==> config.mk <==
export PLATFORM = sky130hd
export DESIGN_NAME = float32_to_half_converter
export DESIGN_NICKNAME = d
export VERILOG_FILES = /design/src/hw/rtl/f2h_pkg.sv /design/src/hw/rtl/f2h_classify.sv /design/src/hw/rtl/f2h_shift.sv /design/src/hw/rtl/f2h_pack.sv /design/src/hw/rtl/float32_to_half_converter.sv
export VERILOG_INCLUDE_DIRS = /design/src /design/src/hw/rtl
export SDC_FILE = /design/constraint.sdc
export NUM_CORES = 1
export LEC_CHECK = 0
export ABC_AREA = 1
export BUFFER_PORTS_ARGS = -buffer_cell sky130_fd_sc_hd__buf_2
export CAP_MARGIN = 20
export CORE_MARGIN = 3
export CORE_UTILIZATION = 53
export DETAILED_ROUTE_END_ITERATION = 7
export PLACE_DENSITY = 0.71
export SLEW_MARGIN = 20
export SYNTH_ARGS = -nofsm -noshare
export SYNTH_HDL_FRONTEND = slang
export SYNTH_SLANG_ARGS = --single-unit
==> constraint.sdc <==
create_clock -name clock -period 6.5 [get_ports clock]
set_clock_uncertainty 0.2 [all_clocks]
set_input_delay 1.3 -clock clock [delete_from_list [all_inputs] [get_ports clock]]
set_output_delay 1.3 -clock clock [all_outputs]
set_load 0.005 [all_outputs]
==> src/hw/rtl/float32_to_half_converter_macros.svh <==
// Assertion macros for the single to half precision converter.
// Used by the top level only; depends on nothing else.
`ifndef FLOAT32_TO_HALF_CONVERTER_MACROS_SVH
`define FLOAT32_TO_HALF_CONVERTER_MACROS_SVH

// Assert that an implication holds at every clock edge outside reset.
`define F2H_ASSERT(label, clk, rst, prop, msg) \
   label: assert property (@(posedge clk) disable iff (rst) (prop)) else $error(msg);

// Assert an implication that is checked even during reset.
`define F2H_ASSERT_ALWAYS(label, clk, prop, msg) \
   label: assert property (@(posedge clk) (prop)) else $error(msg);

`endif

==> src/hw/rtl/f2h_pkg.sv <==
// Package for the single to half precision converter.
// Holds the shared stage payload types and format constants; no dependencies.
`timescale 1ns / 1ps

package f2h_pkg;

   localparam int SingleBias = 127;
   localparam int HalfBias   = 15;
   localparam int FracDrop   = 13;
   localparam logic [4:0] HalfExpMax = 5'd31;

   // Kind of result decided in the first stage.
   typedef enum logic [2:0] {
      KIND_ZERO   = 3'd0,
      KIND_INF    = 3'd1,
      KIND_NAN    = 3'd2,
      KIND_SUB    = 3'd3,
      KIND_NORMAL = 3'd4
   } kind_type;

   // Stage 1 to stage 2 payload: classified operand.
   typedef struct packed {
      logic        sign;
      kind_type    kind;
      logic [4:0]  shift;     // right shift amount of the significand
      logic [4:0]  half_exp;  // biased half exponent for normals
      logic [23:0] sig;       // significand with hidden bit, cleared for normals
   } class_type;

   // Stage 2 to stage 3 payload: shifted significand and round bits.
   typedef struct packed {
      logic        sign;
      kind_type    kind;
      logic [4:0]  half_exp;
      logic [10:0] quo;
      logic        round_up;
      logic [9:0]  payload;
   } shift_type;

endpackage

==> src/hw/rtl/f2h_classify.sv <==
// First converter stage: decodes the exponent and picks the result kind.
// Depends on f2h_pkg.
`timescale 1ns / 1ps

module f2h_classify (
   input  logic [31:0]         single_bits,
   output f2h_pkg::class_type  cls
);

   logic [7:0] rexp;
   logic [8:0] e_biased; // raw exponent, zero extended; half exponent is e_biased - 112

   always_comb begin
      rexp = single_bits[30:23];
      e_biased = {1'b0, rexp};
      cls.sign = single_bits[31];
      cls.sig = {1'b1, single_bits[22:0]};
      cls.shift = 5'd13;
      cls.half_exp = 5'd0;
      // Half exponent e = rexp - 112; subnormal when -10 <= e <= 0.
      if (rexp == 8'hFF) begin
         cls.kind = (single_bits[22:0] == 23'd0) ? f2h_pkg::KIND_INF : f2h_pkg::KIND_NAN;
      end else if (e_biased <= 9'd112) begin
         if (e_biased < 9'd102) begin
            cls.kind = f2h_pkg::KIND_ZERO;
         end else begin
            cls.kind = f2h_pkg::KIND_SUB;
            // Shift is 14 - e = 126 - rexp, in 14..24.
            cls.shift = 5'(9'd126 - e_biased);
         end
      end else if (e_biased >= 9'd143) begin
         cls.kind = f2h_pkg::KIND_INF;
      end else begin
         cls.kind = f2h_pkg::KIND_NORMAL;
         cls.half_exp = 5'(e_biased - 9'd112);
      end
      // Normals drop the hidden bit before rounding.
      if (cls.kind == f2h_pkg::KIND_NORMAL) begin
         cls.sig[23] = 1'b0;
      end
   end

endmodule

==> src/hw/rtl/f2h_shift.sv <==
// Second converter stage: shifts the significand and forms the round decision.
// Depends on f2h_pkg.
`timescale 1ns / 1ps

module f2h_shift (
   input  f2h_pkg::class_type  cls,
   output f2h_pkg::shift_type  shf
);

   logic [47:0] wide;
   logic [23:0] quo_full;
   logic [23:0] rem;
   logic        guard;
   logic        sticky;

   always_comb begin
      // Place the significand above 24 zero bits, then shift right.
      wide = {cls.sig, 24'd0} >> cls.shift;
      quo_full = wide[47:24];
      rem = wide[23:0];
      guard = rem[23];
      sticky = |rem[22:0];
      shf.sign = cls.sign;
      shf.kind = cls.kind;
      shf.half_exp = cls.half_exp;
      shf.quo = quo_full[10:0];
      shf.round_up = guard & (sticky | quo_full[0]);
      shf.payload = cls.sig[22:13];
   end

endmodule

==> src/hw/rtl/f2h_pack.sv <==
// Third converter stage: applies the rounding increment and packs the half.
// Depends on f2h_pkg.
`timescale 1ns / 1ps

module f2h_pack (
   input  f2h_pkg::shift_type  shf,
   output logic [15:0]         half_bits
);

   logic [11:0] rounded;
   logic [5:0]  exp_sum;

   always_comb begin
      rounded = {1'b0, shf.quo} + {11'd0, shf.round_up};
      exp_sum = {1'b0, shf.half_exp} + {5'd0, rounded[10]};
      half_bits = {shf.sign, 15'd0};
      case (shf.kind)
         f2h_pkg::KIND_INF: begin
            half_bits[14:10] = f2h_pkg::HalfExpMax;
         end
         f2h_pkg::KIND_NAN: begin
            half_bits[14:10] = f2h_pkg::HalfExpMax;
            half_bits[9:0] = (shf.payload == 10'd0) ? 10'd1 : shf.payload;
         end
         f2h_pkg::KIND_SUB: begin
            // A carry into bit 10 lands in the exponent field as the smallest normal.
            half_bits[14:0] = {4'd0, rounded[10:0]};
         end
         f2h_pkg::KIND_NORMAL: begin
            // Rounding carry bumps the exponent and clears the fraction.
            if (exp_sum >= 6'd31) begin
               half_bits[14:10] = f2h_pkg::HalfExpMax;
            end else begin
               half_bits[14:10] = exp_sum[4:0];
               half_bits[9:0] = rounded[9:0];
            end
         end
         default: begin
         end
      endcase
   end

endmodule

==> src/hw/rtl/float32_to_half_converter.sv <==
// Single to half precision converter: usage, pipeline and stall behavior.
// The slave channel (req_) carries one binary32 pattern per transaction in
// req_tdata. The master channel (rsp_) returns the binary16 pattern of the
// same value, rounded to nearest with ties to even, in rsp_tdata.
// Each transaction yields exactly one result transaction, in order.
// The pipeline has three register stages: classify, shift and round, pack.
// An accepted transaction passes through cls_ff, shf_ff and half_ff in order,
// and rsp_tvalid follows v3_ff. Throughput is one transaction per cycle while
// the receiver takes results, as every stage then takes a new one each cycle.
// All stages advance together whenever the output stage is empty or taken,
// so req_tready falls whenever the output stage holds a result that the
// receiver does not take; nothing is lost or repeated across a stall.
// Reset clears the stage valid bits; the payload registers are not reset.
`timescale 1ns / 1ps
`include "float32_to_half_converter_macros.svh"

module float32_to_half_converter (
   input  logic        clock,
   input  logic        reset,
   input  logic        req_tvalid,
   output logic        req_tready,
   input  logic [31:0] req_tdata,   // [31:0] single_bits
   output logic        rsp_tvalid,
   input  logic        rsp_tready,
   output logic [15:0] rsp_tdata    // [15:0] half_bits
);

   logic               v1_ff, v2_ff, v3_ff;
   logic               v1_in, v2_in, v3_in;
   f2h_pkg::class_type cls_ff, cls_in;
   f2h_pkg::shift_type shf_ff, shf_in;
   logic [15:0]        half_ff, half_in;
   logic               advance;

   // The whole pipeline moves when the last stage can hand off.
   assign advance    = !v3_ff || rsp_tready;
   assign req_tready = advance;
   assign v1_in = req_tvalid;
   assign v2_in = v1_ff;
   assign v3_in = v2_ff;

   f2h_classify u_classify (.single_bits(req_tdata), .cls(cls_in));
   f2h_shift    u_shift    (.cls(cls_ff), .shf(shf_in));
   f2h_pack     u_pack     (.shf(shf_ff), .half_bits(half_in));

   // Valid bits.
   always_ff @(posedge clock) begin
      if (reset) begin
         v1_ff <= 1'b0;
         v2_ff <= 1'b0;
         v3_ff <= 1'b0;
      end else if (advance) begin
         v1_ff <= v1_in;
         v2_ff <= v2_in;
         v3_ff <= v3_in;
      end
   end

   // Payload registers.
   always_ff @(posedge clock) begin
      if (advance) begin
         cls_ff  <= cls_in;
         shf_ff  <= shf_in;
         half_ff <= half_in;
      end
   end

   assign rsp_tvalid = v3_ff;
   assign rsp_tdata  = half_ff;

   `F2H_ASSERT(a_stall_holds, clock, reset, (rsp_tvalid && !rsp_tready) |=> (rsp_tvalid && $stable(rsp_tdata)), "result changed during stall")
   `F2H_ASSERT(a_ready_when_open, clock, reset, (!rsp_tvalid) |-> req_tready, "input blocked with empty output stage")
   `F2H_ASSERT_ALWAYS(a_reset_clears, clock, $past(reset) |-> !rsp_tvalid, "result valid after reset")

endmodule

==> impl_metrics.py, run 1 <==
metrics = {
    "status": {
        "status": "finished clean",
    },
    "critical_path": {
        "r2r_cells": 15,
        "cpMostUsedCell": "buf_2",
        "crit_start": "rsp_tready",
        "worst-r2r-setup-slack_ns": 3.20,
        "worstPathArrival_ns": 1.99,
        "crit_path_end": "req_tready",
        "max_stage_delay_ns": 0.23,
        "timing_worst_setup_path_type": "input port to output port",
        "worstPathCellList": "buf_2 > nor2_1 > clkinv_2 > buf_2",
        "crit_slowest_cell": "nor2_1",
        "critPathRequiredTime_ns": 5.00,
        "worst-path-stages": 4,
        "r2r-end": "rsp_tdata[0]",
        "critPathMaxFanout": 7,
        "r2r-start": "shf_ff[10]",
        "start_kind": "input port",
        "crit_buf_inv": 3,
        "cp-end-kind": "output port",
        "cp_top_family": "buffers and inverters",
    },
    "layout": {
        "multi_input_comb_area_sq_um": 1930,
        "drive_gt1_frac": 0.159,
        "fill_cells": 766,
        "nets": 631,
        "n_antenna_cell": 0,
        "areaGrowthSynthToFinish_pct": 9.64,
        "fin_util": 0.606,
        "seq_area_sq_um": 2610,
    },
    "drt": {
        "route.vias.total": 3906,
        "drt_iter0_drc": 276,
        "drc": 0,
        "first_pass_iters": 5,
        "antenna_left": 0,
        "drt-total-wl_um": 9780,
        "wl_per_cell_um": 14.0,
        "vias_per_cell": 5.58,
    },
    "timing": {
        "post-route-period-util": 0.537,
        "drv_slew": 0,
        "tns_ns": 0,
        "rsz0062_at_grt": "false",
        "finalHoldViolCount": 0,
        "fmax_ghz": 0.286,
        "setup_violations": 0,
        "relSlewSlack": 0.282,
        "max_slew.worst_pin.slew_ns": 1.08,
        "finalCriticalPeriod_ns": 3.49,
    },
    "yosys": {
        "yosys.area.top_type": "edfxtp_1",
        "yosys_warnings": 0,
        "synth_area_leaders": "edfxtp_1, nand3_1, nand2_1, inv_1, ha_1",
        "yosysUniqueCellTypes": 36,
        "syn_area_per_cell_sq_um": 9.01,
        "synth.most_common_cell": "nand2_1",
        "synthFlopType": "edfxtp_1",
        "netlist.area_leader.share": 0.525,
        "async_reset_ff_frac": 0,
        "syn_nets": 584,
        "ys_ff_latch": 88,
        "yosysSeqAreaShare": 0.537,
        "syn_area_sq_um": 4870,
        "synth_commonest_cells": "nand2_1, nand3_1, edfxtp_1, inv_1, nor2_1",
        "synth-edff-count": 85,
        "synthCells": 540,
    },
    "clock_network": {
        "cts_htree_levels": 3,
        "cts_setup_buffers": 0,
        "cts-buffers-inserted": 9,
        "clock-sinks": 88,
        "post_cts_resized": 0,
        "clk_latency_ns": 0.36,
        "cts_hold_buf": 0,
        "root_buffer": "clkbuf_8",
        "cts_tree": "yes",
        "max-clock-path-buffers": 2,
        "clk_pin_slew_ns": 0.10,
    },
    "min_path": {
        "hp-class": "register to register",
    },
    "die": {
        "dieArea_sq_um": 10400,
        "fp-row-count": 34,
        "top_level_ports": 54,
        "die_h_um": 102,
        "die_w_um": 102,
        "initial_core_util": 0.553,
        "core_sq_um": 8810,
    },
    "power": {
        "cellPowerDensity_nw_per_um2": 235,
        "peakVddDrop_uv": 130,
        "p_leak_nw": 2.37,
    },
    "global_route": {
        "grt_max_degree": 83,
        "globalRoute.totalOverflow": 0,
        "antenna_found_initial": 0,
        "grt_first_pass_wirelength_um": 16900,
        "grtUsageTotal": 0.207,
        "grt_pass1_vias": 3826,
    },
    "placed_design": {
        "dpl.hpwl_um": 7280,
        "io_buffers": 53,
        "gp_congestion": 0.903,
    },
    "flow_run": {
        "drv_cap": 0,
    },
}
worst min-delay path by stage:
stage	start	end	slack (ns)	cells past startpoint
after floorplan	shf_ff[30]	rsp_tdata[15]	0.20	0
after global placement	cls_ff[28]	shf_ff[26]	0.21	0
after global routing	cls_ff[24]	shf_ff[22]	0.23	0
final	cls_ff[26]	shf_ff[24]	0.23	0
after CTS	cls_ff[26]	shf_ff[24]	0.23	0
after detailed placement	cls_ff[37]	shf_ff[30]	0.21	0
final cells by class:
class                           count  area share
Sequential cell                    88       0.490
Clock buffer                        9      0.0232
Inverter                           46      0.0335
Multi-Input combinational cell    387       0.362
Tap cell                          108      0.0253
Timing Repair Buffer               55      0.0525
Clock inverter                      7      0.0134
layout by cell type, fill, tap and decap left out, types with 3 or more instances in the layout:
cell type / instances
nand2_1: 143
nand3_1: 109
edfxtp_1: 85
buf_2: 53
inv_1: 41
nor2_1: 25
o21ai_0: 20
o22ai_1: 10
nand2_2: 9
clkbuf_8: 9
nand4_1: 8
nor3_1: 8
nor4_1: 8
ha_1: 8
xor2_1: 7
nand3_2: 6
a21oi_1: 6
o21ai_1: 4
and2_1: 3
inv_6: 3
dfxtp_1: 3
worst register-to-register path, delay by kind of cell (launching register included):
| kind | cells | cell delay [ns] |
|---|---|---|
| AND/OR/NAND/NOR | 7 | 0.73 |
| buffers and inverters | 1 | 0.07 |
| flip-flops | 1 | 0.38 |
| AO/OA/AOI/OAI | 3 | 0.64 |
| adder cells (fa/ha/maj) | 4 | 1.01 |
registers in the layout, indices dropped and copies added (netlist names):
signal      count
cls_ff         38
rsp_tdata      16
rsp_tvalid      1
shf_ff         31
v1_ff           1
v2_ff           1
report_power, final:
| part | switching (mW) | internal [mW] | total (mW) |
|---|---|---|---|
| sequential | 0.0308 | 0.682 | 0.713 |
| clock | 0.215 | 0.150 | 0.365 |
| combinational | 0.108 | 0.0670 | 0.175 |
| total | 0.354 | 0.900 | 1.25 |
per-layer routing:
layer | global-route usage | vias up | part of all wire
li1 | - | 1973 | -
met1 | 0.255 | 1791 | 0.43
met2 | 0.360 | 119 | 0.50
met3 | 0.0464 | 23 | 0.048
met4 | 0.0737 | 0 | 0.024
met5 | 0 | - | 0
through the flow:
stage          total power, mW  setup slack, ns  cell area [sq um]  hold slack [ns]  std cells
2_1_floorplan            0.836             1.93               4870            0.200        540
3_3_place_gp             0.893             3.02               5140            0.206        684
3_5_place_dp             0.900             2.99               5140            0.205        684
4_1_cts                   1.26             2.99               5340            0.232        700
5_1_grt                   1.32             2.93               5340            0.235        700
6_report                  1.25             3.01               5340            0.229        700
cell families (layout without fill, tap and decap cells):
group | count (synthesis) | after routing | synth area share
and+or+nand+nor | 322 | 322 | 0.304
adders and majority gates | 8 | 8 | 0.0206
DFF | 88 | 88 | 0.537
AOI/OAI and AO/OA | 48 | 48 | 0.0568
buffers and inverters | 65 | 117 | 0.0658
xor gates and xnor gates | 9 | 9 | 0.0162
No activity file was read; power rests on OpenSTA's default activity.
==> run 2: changes to the inputs <==
ABC_AREA = 0   (was 1)
PLACE_DENSITY = 0.74   (was 0.71)
clock period = 3 ns   (was 6.5 ns; I/O delays follow)
==> run 2 against run 1 <==
Against the previous run:
- the flow now finishes with violations (negative setup slack)
- via count decreased by 9.1%
- critical endpoint is now rsp_tdata[0]
- flip-flop and latch count unchanged
- sequential share of layout area decreased by 3.9 points
- critical path depth increased by 12
- clock power increased by 100%
- design area is 8.7% higher
==> impl_metrics.py, run 2 <==
metrics = {
    "critical_path": {
        "cp-end-kind": "register",
        "worstPathCellList": "ha_2 > ha_4 > nand3_4 > nor2_4 > and3_4 > and3_4 > xor2_4 > ha_2 > ha_4 > and3b_1 > o21ai_2 > o31ai_2 > nand4_1 > a32oi_2 > buf_4 > o21ai_1",
        "cp_top_family": "simple AND/OR/NAND/NOR gates",
        "critPathRequiredTime_ns": 2.89,
        "crit_slowest_cell": "edfxtp_1",
        "max_stage_delay_ns": 0.38,
        "worstPathArrival_ns": 3.13,
        "crit_buf_inv": 1,
        "start_kind": "register",
        "critPathMaxFanout": 5,
        "timing_worst_setup_path_type": "register to register",
    },
    "drt": {
        "first_pass_iters": 4,
        "vias_per_cell": 5.93,
        "route.vias.total": 3551,
        "antenna_left": 0,
        "drt_iter0_drc": 243,
        "drc": 0,
        "drt-total-wl_um": 10200,
        "wl_per_cell_um": 17.0,
    },
    "timing": {
        "finalCriticalPeriod_ns": 3.24,
        "rsz0062_at_grt": "true",
        "max_slew.worst_pin.slew_ns": 0.589,
        "drv_slew": 0,
        "setup_ws_ns": -0.237,
        "fmax_ghz": 0.309,
        "setup_violations": 10,
        "post-route-period-util": 1.08,
        "finalHoldViolCount": 0,
        "relSlewSlack": 0.607,
    },
    "yosys": {
        "syn_area_sq_um": 4850,
        "yosys.area.top_type": "edfxtp_1",
        "syn_nets": 449,
        "synth.most_common_cell": "edfxtp_1",
        "synth_area_leaders": "edfxtp_1, mux4_2, mux2i_1, nand2_1, o21ai_0",
        "syn_area_per_cell_sq_um": 12.0,
        "yosysSeqAreaShare": 0.539,
        "synthFlopType": "edfxtp_1",
        "ys_ff_latch": 88,
        "netlist.area_leader.share": 0.527,
        "synth_commonest_cells": "edfxtp_1, nand2_1, nor2_1, o21ai_0, mux2i_1",
        "synth-edff-count": 85,
        "async_reset_ff_frac": 0,
        "yosys_warnings": 0,
        "synthCells": 405,
        "yosysUniqueCellTypes": 62,
    },
    "layout": {
        "final_common_cell": "edfxtp_1",
        "fill_cells": 661,
        "final_cell_mix": "edfxtp_1, buf_2, nand2_1",
        "n_antenna_cell": 0,
        "areaGrowthSynthToFinish_pct": 19.7,
        "nets": 530,
        "max_flop_register": "cls_ff",
        "instances_no_fill": 599,
        "largest_reg_flops": 38,
        "drive_gt1_frac": 0.295,
    },
    "clock_network": {
        "cts_tree": "yes",
        "clk_pin_slew_ns": 0.10,
        "cts_htree_levels": 3,
        "cts-buffers-inserted": 9,
        "root_buffer": "clkbuf_8",
        "clock-sinks": 88,
        "max-clock-path-buffers": 2,
        "clk_latency_ns": 0.35,
    },
    "die": {
        "fp-row-count": 34,
        "die_w_um": 102,
        "dieArea_sq_um": 10300,
        "initial_core_util": 0.550,
        "core_sq_um": 8810,
        "top_level_ports": 54,
        "die_h_um": 102,
    },
    "power": {
        "peakVddDrop_uv": 298,
        "cellPowerDensity_nw_per_um2": 462,
        "p_leak_nw": 2.34,
        "power_mw": 2.68,
    },
    "placed_design": {
        "dpl.hpwl_um": 7350,
        "place_inst": 569,
        "io_buffers": 53,
        "gp_congestion": 0.893,
    },
    "status": {
        "status": "finished, violations left",
        "violations": "negative setup slack",
    },
    "min_path": {
        "hp-class": "register to register",
    },
    "global_route": {
        "grt_pass1_vias": 3413,
        "globalRoute.totalOverflow": 0,
        "grt_first_pass_wirelength_um": 16400,
        "grtUsageTotal": 0.203,
        "grt_max_degree": 67,
        "antenna_found_initial": 0,
    },
    "flow_run": {
        "drv_cap": 0,
    },
}
[run 2: final cells by class]
cell class / instances / area (sq um) / share of cell area
Clock inverter: 7 / 56.3 / 0.00971
Sequential cell: 88 / 2610 / 0.450
Tap cell: 108 / 135 / 0.0233
Inverter: 11 / 41.3 / 0.00712
Clock buffer: 9 / 124 / 0.0214
Timing Repair Buffer: 87 / 592 / 0.102
Multi-Input combinational cell: 289 / 2240 / 0.386
[run 2: cell families after synthesis]
kind of cell / Yosys count / share of synthesized area
compound gates: 86 / 0.115
xor+xnor: 14 / 0.0253
fa+ha+maj: 8 / 0.0207
buf+inv: 28 / 0.0276
flops: 88 / 0.539
mux: 44 / 0.131
simple gates: 137 / 0.142
[run 2: final timing paths]
kind | endpoint | depth (start not counted) | slack (ns) | from
setup / recovery | rsp_tdata[0] | 16 | -0.24 | shf_ff[10]
hold / removal | shf_ff[22] | 0 | 0.22 | cls_ff[24]
setup reg to reg | rsp_tdata[0] | 16 | -0.24 | shf_ff[10]
hold reg to reg | shf_ff[22] | 0 | 0.22 | cls_ff[24]
[run 2: power by group]
group | switching [mW] | internal, mW | total, mW
Clock | 0.436 | 0.310 | 0.746
Sequential | 0.0811 | 1.46 | 1.54
Combinational | 0.195 | 0.200 | 0.395
[run 2: repair_timing]
action,4_1_cts,5_1_grt
hold buffers,0,0
setup endpoints to repair,10,11
cloned,1,1
setup buffers,5,7
pin swaps,2,11
gates resized for setup,9,15
[run 2: per-stage QoR]
stage          utilization  cell area (sq um)  worst slack (ns)  setup TNS, ns  hold slack [ns]
2_1_floorplan            -               4910           -0.0201         -0.140            0.200
3_3_place_gp         0.616               5420           -0.0814         -0.743            0.203
3_5_place_dp         0.616               5420            -0.129          -1.11            0.205
4_1_cts              0.643               5660            -0.133          -1.14            0.205
5_1_grt              0.659               5800            -0.341          -3.25            0.204
6_report             0.659               5800            -0.237          -2.24            0.222
[run 2: routing by layer]
layer,global-route usage,vias to the layer above,part of all wire
met5,0,-,0
met1,0.272,1696,0.44
met2,0.336,117,0.50
met4,0.0777,0,0.015
met3,0.0331,16,0.047
li1,-,1722,-
==> run 3: changes to the inputs <==
--- a/config.mk
+++ b/config.mk
@@ -8,5 +8,5 @@
 export LEC_CHECK = 0
 export ABC_AREA = 0
-export BUFFER_PORTS_ARGS = -buffer_cell sky130_fd_sc_hd__buf_2
+export BUFFER_PORTS_ARGS = -buffer_cell sky130_fd_sc_hd__buf_4
 export CAP_MARGIN = 20
 export CORE_MARGIN = 3
==> constraint.sdc (replaced) <==
create_clock -name clock -period 3 [get_ports clock]
set_clock_uncertainty 0.2 [all_clocks]
set_input_delay 0.45 -clock clock [delete_from_list [all_inputs] [get_ports clock]]
set_output_delay 0.45 -clock clock [all_outputs]
set_load 0.005 [all_outputs]
==> run 3 against run 2 <==
Against the previous run:
- the flow still finishes with violations (negative setup slack)
- critical path depth did not move
- clock power up 16%
- setup slack improved by 0.016 ns
- highest routed layer unchanged
==> impl_metrics.py, run 3 (synthesized netlist as in run 2, its figures left out) <==
metrics = {
    "status": {
        "status": "finished, violations left",
        "violations": "negative setup slack",
    },
    "flow_run": {
        "drv_cap": 0,
    },
    "die": {
        "initial_core_util": 0.550,
        "top_level_ports": 54,
        "fp-row-count": 34,
        "die_h_um": 102,
        "core_sq_um": 8810,
        "dieArea_sq_um": 10300,
        "die_w_um": 102,
    },
    "layout": {
        "final_cell_mix": "edfxtp_1, buf_4, nand2_1",
        "n_antenna_cell": 0,
        "fill_cells": 629,
        "max_flop_register": "cls_ff",
        "areaGrowthSynthToFinish_pct": 22.4,
        "seq_area_sq_um": 2610,
        "multi_input_comb_area_sq_um": 2290,
        "nets": 522,
        "drive_gt1_frac": 0.300,
        "largest_reg_flops": 38,
        "final_common_cell": "edfxtp_1",
        "design_area_sq_um": 5930,
    },
    "global_route": {
        "grtUsageTotal": 0.200,
        "grt_pass1_vias": 3323,
        "grt_max_degree": 60,
        "globalRoute.totalOverflow": 0,
        "grt_first_pass_wirelength_um": 16000,
        "antenna_found_initial": 0,
    },
    "clock_network": {
        "cts-buffers-inserted": 9,
        "clk_pin_slew_ns": 0.10,
        "clock-sinks": 88,
        "cts_htree_levels": 3,
        "root_buffer": "clkbuf_8",
        "max-clock-path-buffers": 2,
        "clk_latency_ns": 0.36,
        "cts_tree": "yes",
    },
    "critical_path": {
        "max_stage_delay_ns": 0.43,
        "cp-end-kind": "register",
        "crit_slowest_cell": "edfxtp_1",
        "timing_worst_setup_path_type": "register to register",
        "worstPathArrival_ns": 3.13,
        "worstPathCellList": "ha_4 > ha_4 > nand3_4 > nor2_4 > and3_4 > and3_4 > xor2_4 > ha_4 > ha_4 > and3b_1 > o21ai_2 > o31ai_2 > nand4_1 > a32oi_2 > buf_6 > o21ai_2",
        "cpMostUsedCell": "ha_4",
        "critPathMaxFanout": 5,
        "start_kind": "register",
        "crit_buf_inv": 1,
        "critPathRequiredTime_ns": 2.91,
        "cp_top_family": "simple AND/OR/NAND/NOR gates",
    },
    "drt": {
        "route.vias.total": 3521,
        "drt-total-wl_um": 9970,
        "first_pass_iters": 5,
        "drt_iter0_drc": 245,
        "antenna_left": 0,
        "wl_per_cell_um": 16.9,
        "drc": 0,
        "vias_per_cell": 5.96,
    },
    "placed_design": {
        "place_area_sq_um": 5510,
        "io_buffers": 53,
        "dpl.hpwl_um": 7040,
        "gp_congestion": 0.926,
    },
    "timing": {
        "max_slew.worst_pin.slew_ns": 0.600,
        "finalHoldViolCount": 0,
        "drv_slew": 0,
        "post-route-period-util": 1.07,
        "finalCriticalPeriod_ns": 3.22,
        "fmax_ghz": 0.310,
        "rsz0062_at_grt": "true",
        "hold_slack_ns": 0.0541,
        "tns_ns": -2.17,
        "relSlewSlack": 0.600,
        "setup_violations": 10,
        "setup_ws_ns": -0.222,
    },
    "power": {
        "peakVddDrop_uv": 318,
        "p_leak_nw": 2.37,
        "cellPowerDensity_nw_per_um2": 478,
        "power_mw": 2.83,
    },
    "min_path": {
        "hp-class": "input port to register",
    },
}
[run 3: cell type report]
cell class	count	area share
clock buffer	9	0.0209
clock inverter	7	0.0141
inverter	11	0.00696
multi-input combinational	289	0.386
sequential	88	0.441
tap	108	0.0228
timing repair buffer	79	0.108
[run 3: per-layer routing]
metal  up-vias  wire, um  track usage
met3        17       514       0.0337
li1       1714         -            -
met2       130      5020        0.334
met4         0       172       0.0798
met1      1660      4270        0.260
met5         -         0            0
[run 3: per-stage QoR]
stage / worst slack [ns] / std cells / util
after floorplan: -0.0201 / 405 / -
after global placement: -0.0654 / 565 / 0.626
after detailed placement: -0.169 / 565 / 0.626
after CTS: -0.214 / 587 / 0.659
after global routing: -0.345 / 591 / 0.673
final: -0.222 / 591 / 0.673
[run 3: power by group]
part	internal, mW	switching (mW)	leakage (nW)
Combinational	0.228	0.199	1.31
Sequential	1.46	0.0847	0.950
Clock	0.403	0.460	0.103
[run 3: repair_timing]
action	in CTS	in global routing
setup endpoints to repair	10	11
buffers inserted	5	4
hold buffers	0	0
pin swaps	15	8
gates cloned	1	0
gates resized for setup	16	20
[run 3: worst register-to-register path, delay by kind of cell (launching register included)]
| family | cells | cell delay (ns) |
|---|---|---|
| buffers and inverters | 1 | 0.17 |
| adders and majority gates | 4 | 0.69 |
| and+or+nand+nor | 6 | 0.83 |
| AOI/OAI and AO/OA | 4 | 0.47 |
| xor gates and xnor gates | 1 | 0.17 |
| DFF | 1 | 0.43 |
[run 3: worst paths after layout]
check | start | end | slack, ns | depth (start not counted)
worst max register to register | shf_ff[11] | rsp_tdata[5] | -0.22 | 16
worst min register to register | cls_ff[24] | shf_ff[22] | 0.23 | 0
worst max-delay path | shf_ff[11] | rsp_tdata[5] | -0.22 | 16
worst min-delay path | reset | rsp_tvalid | 0.05 | 2
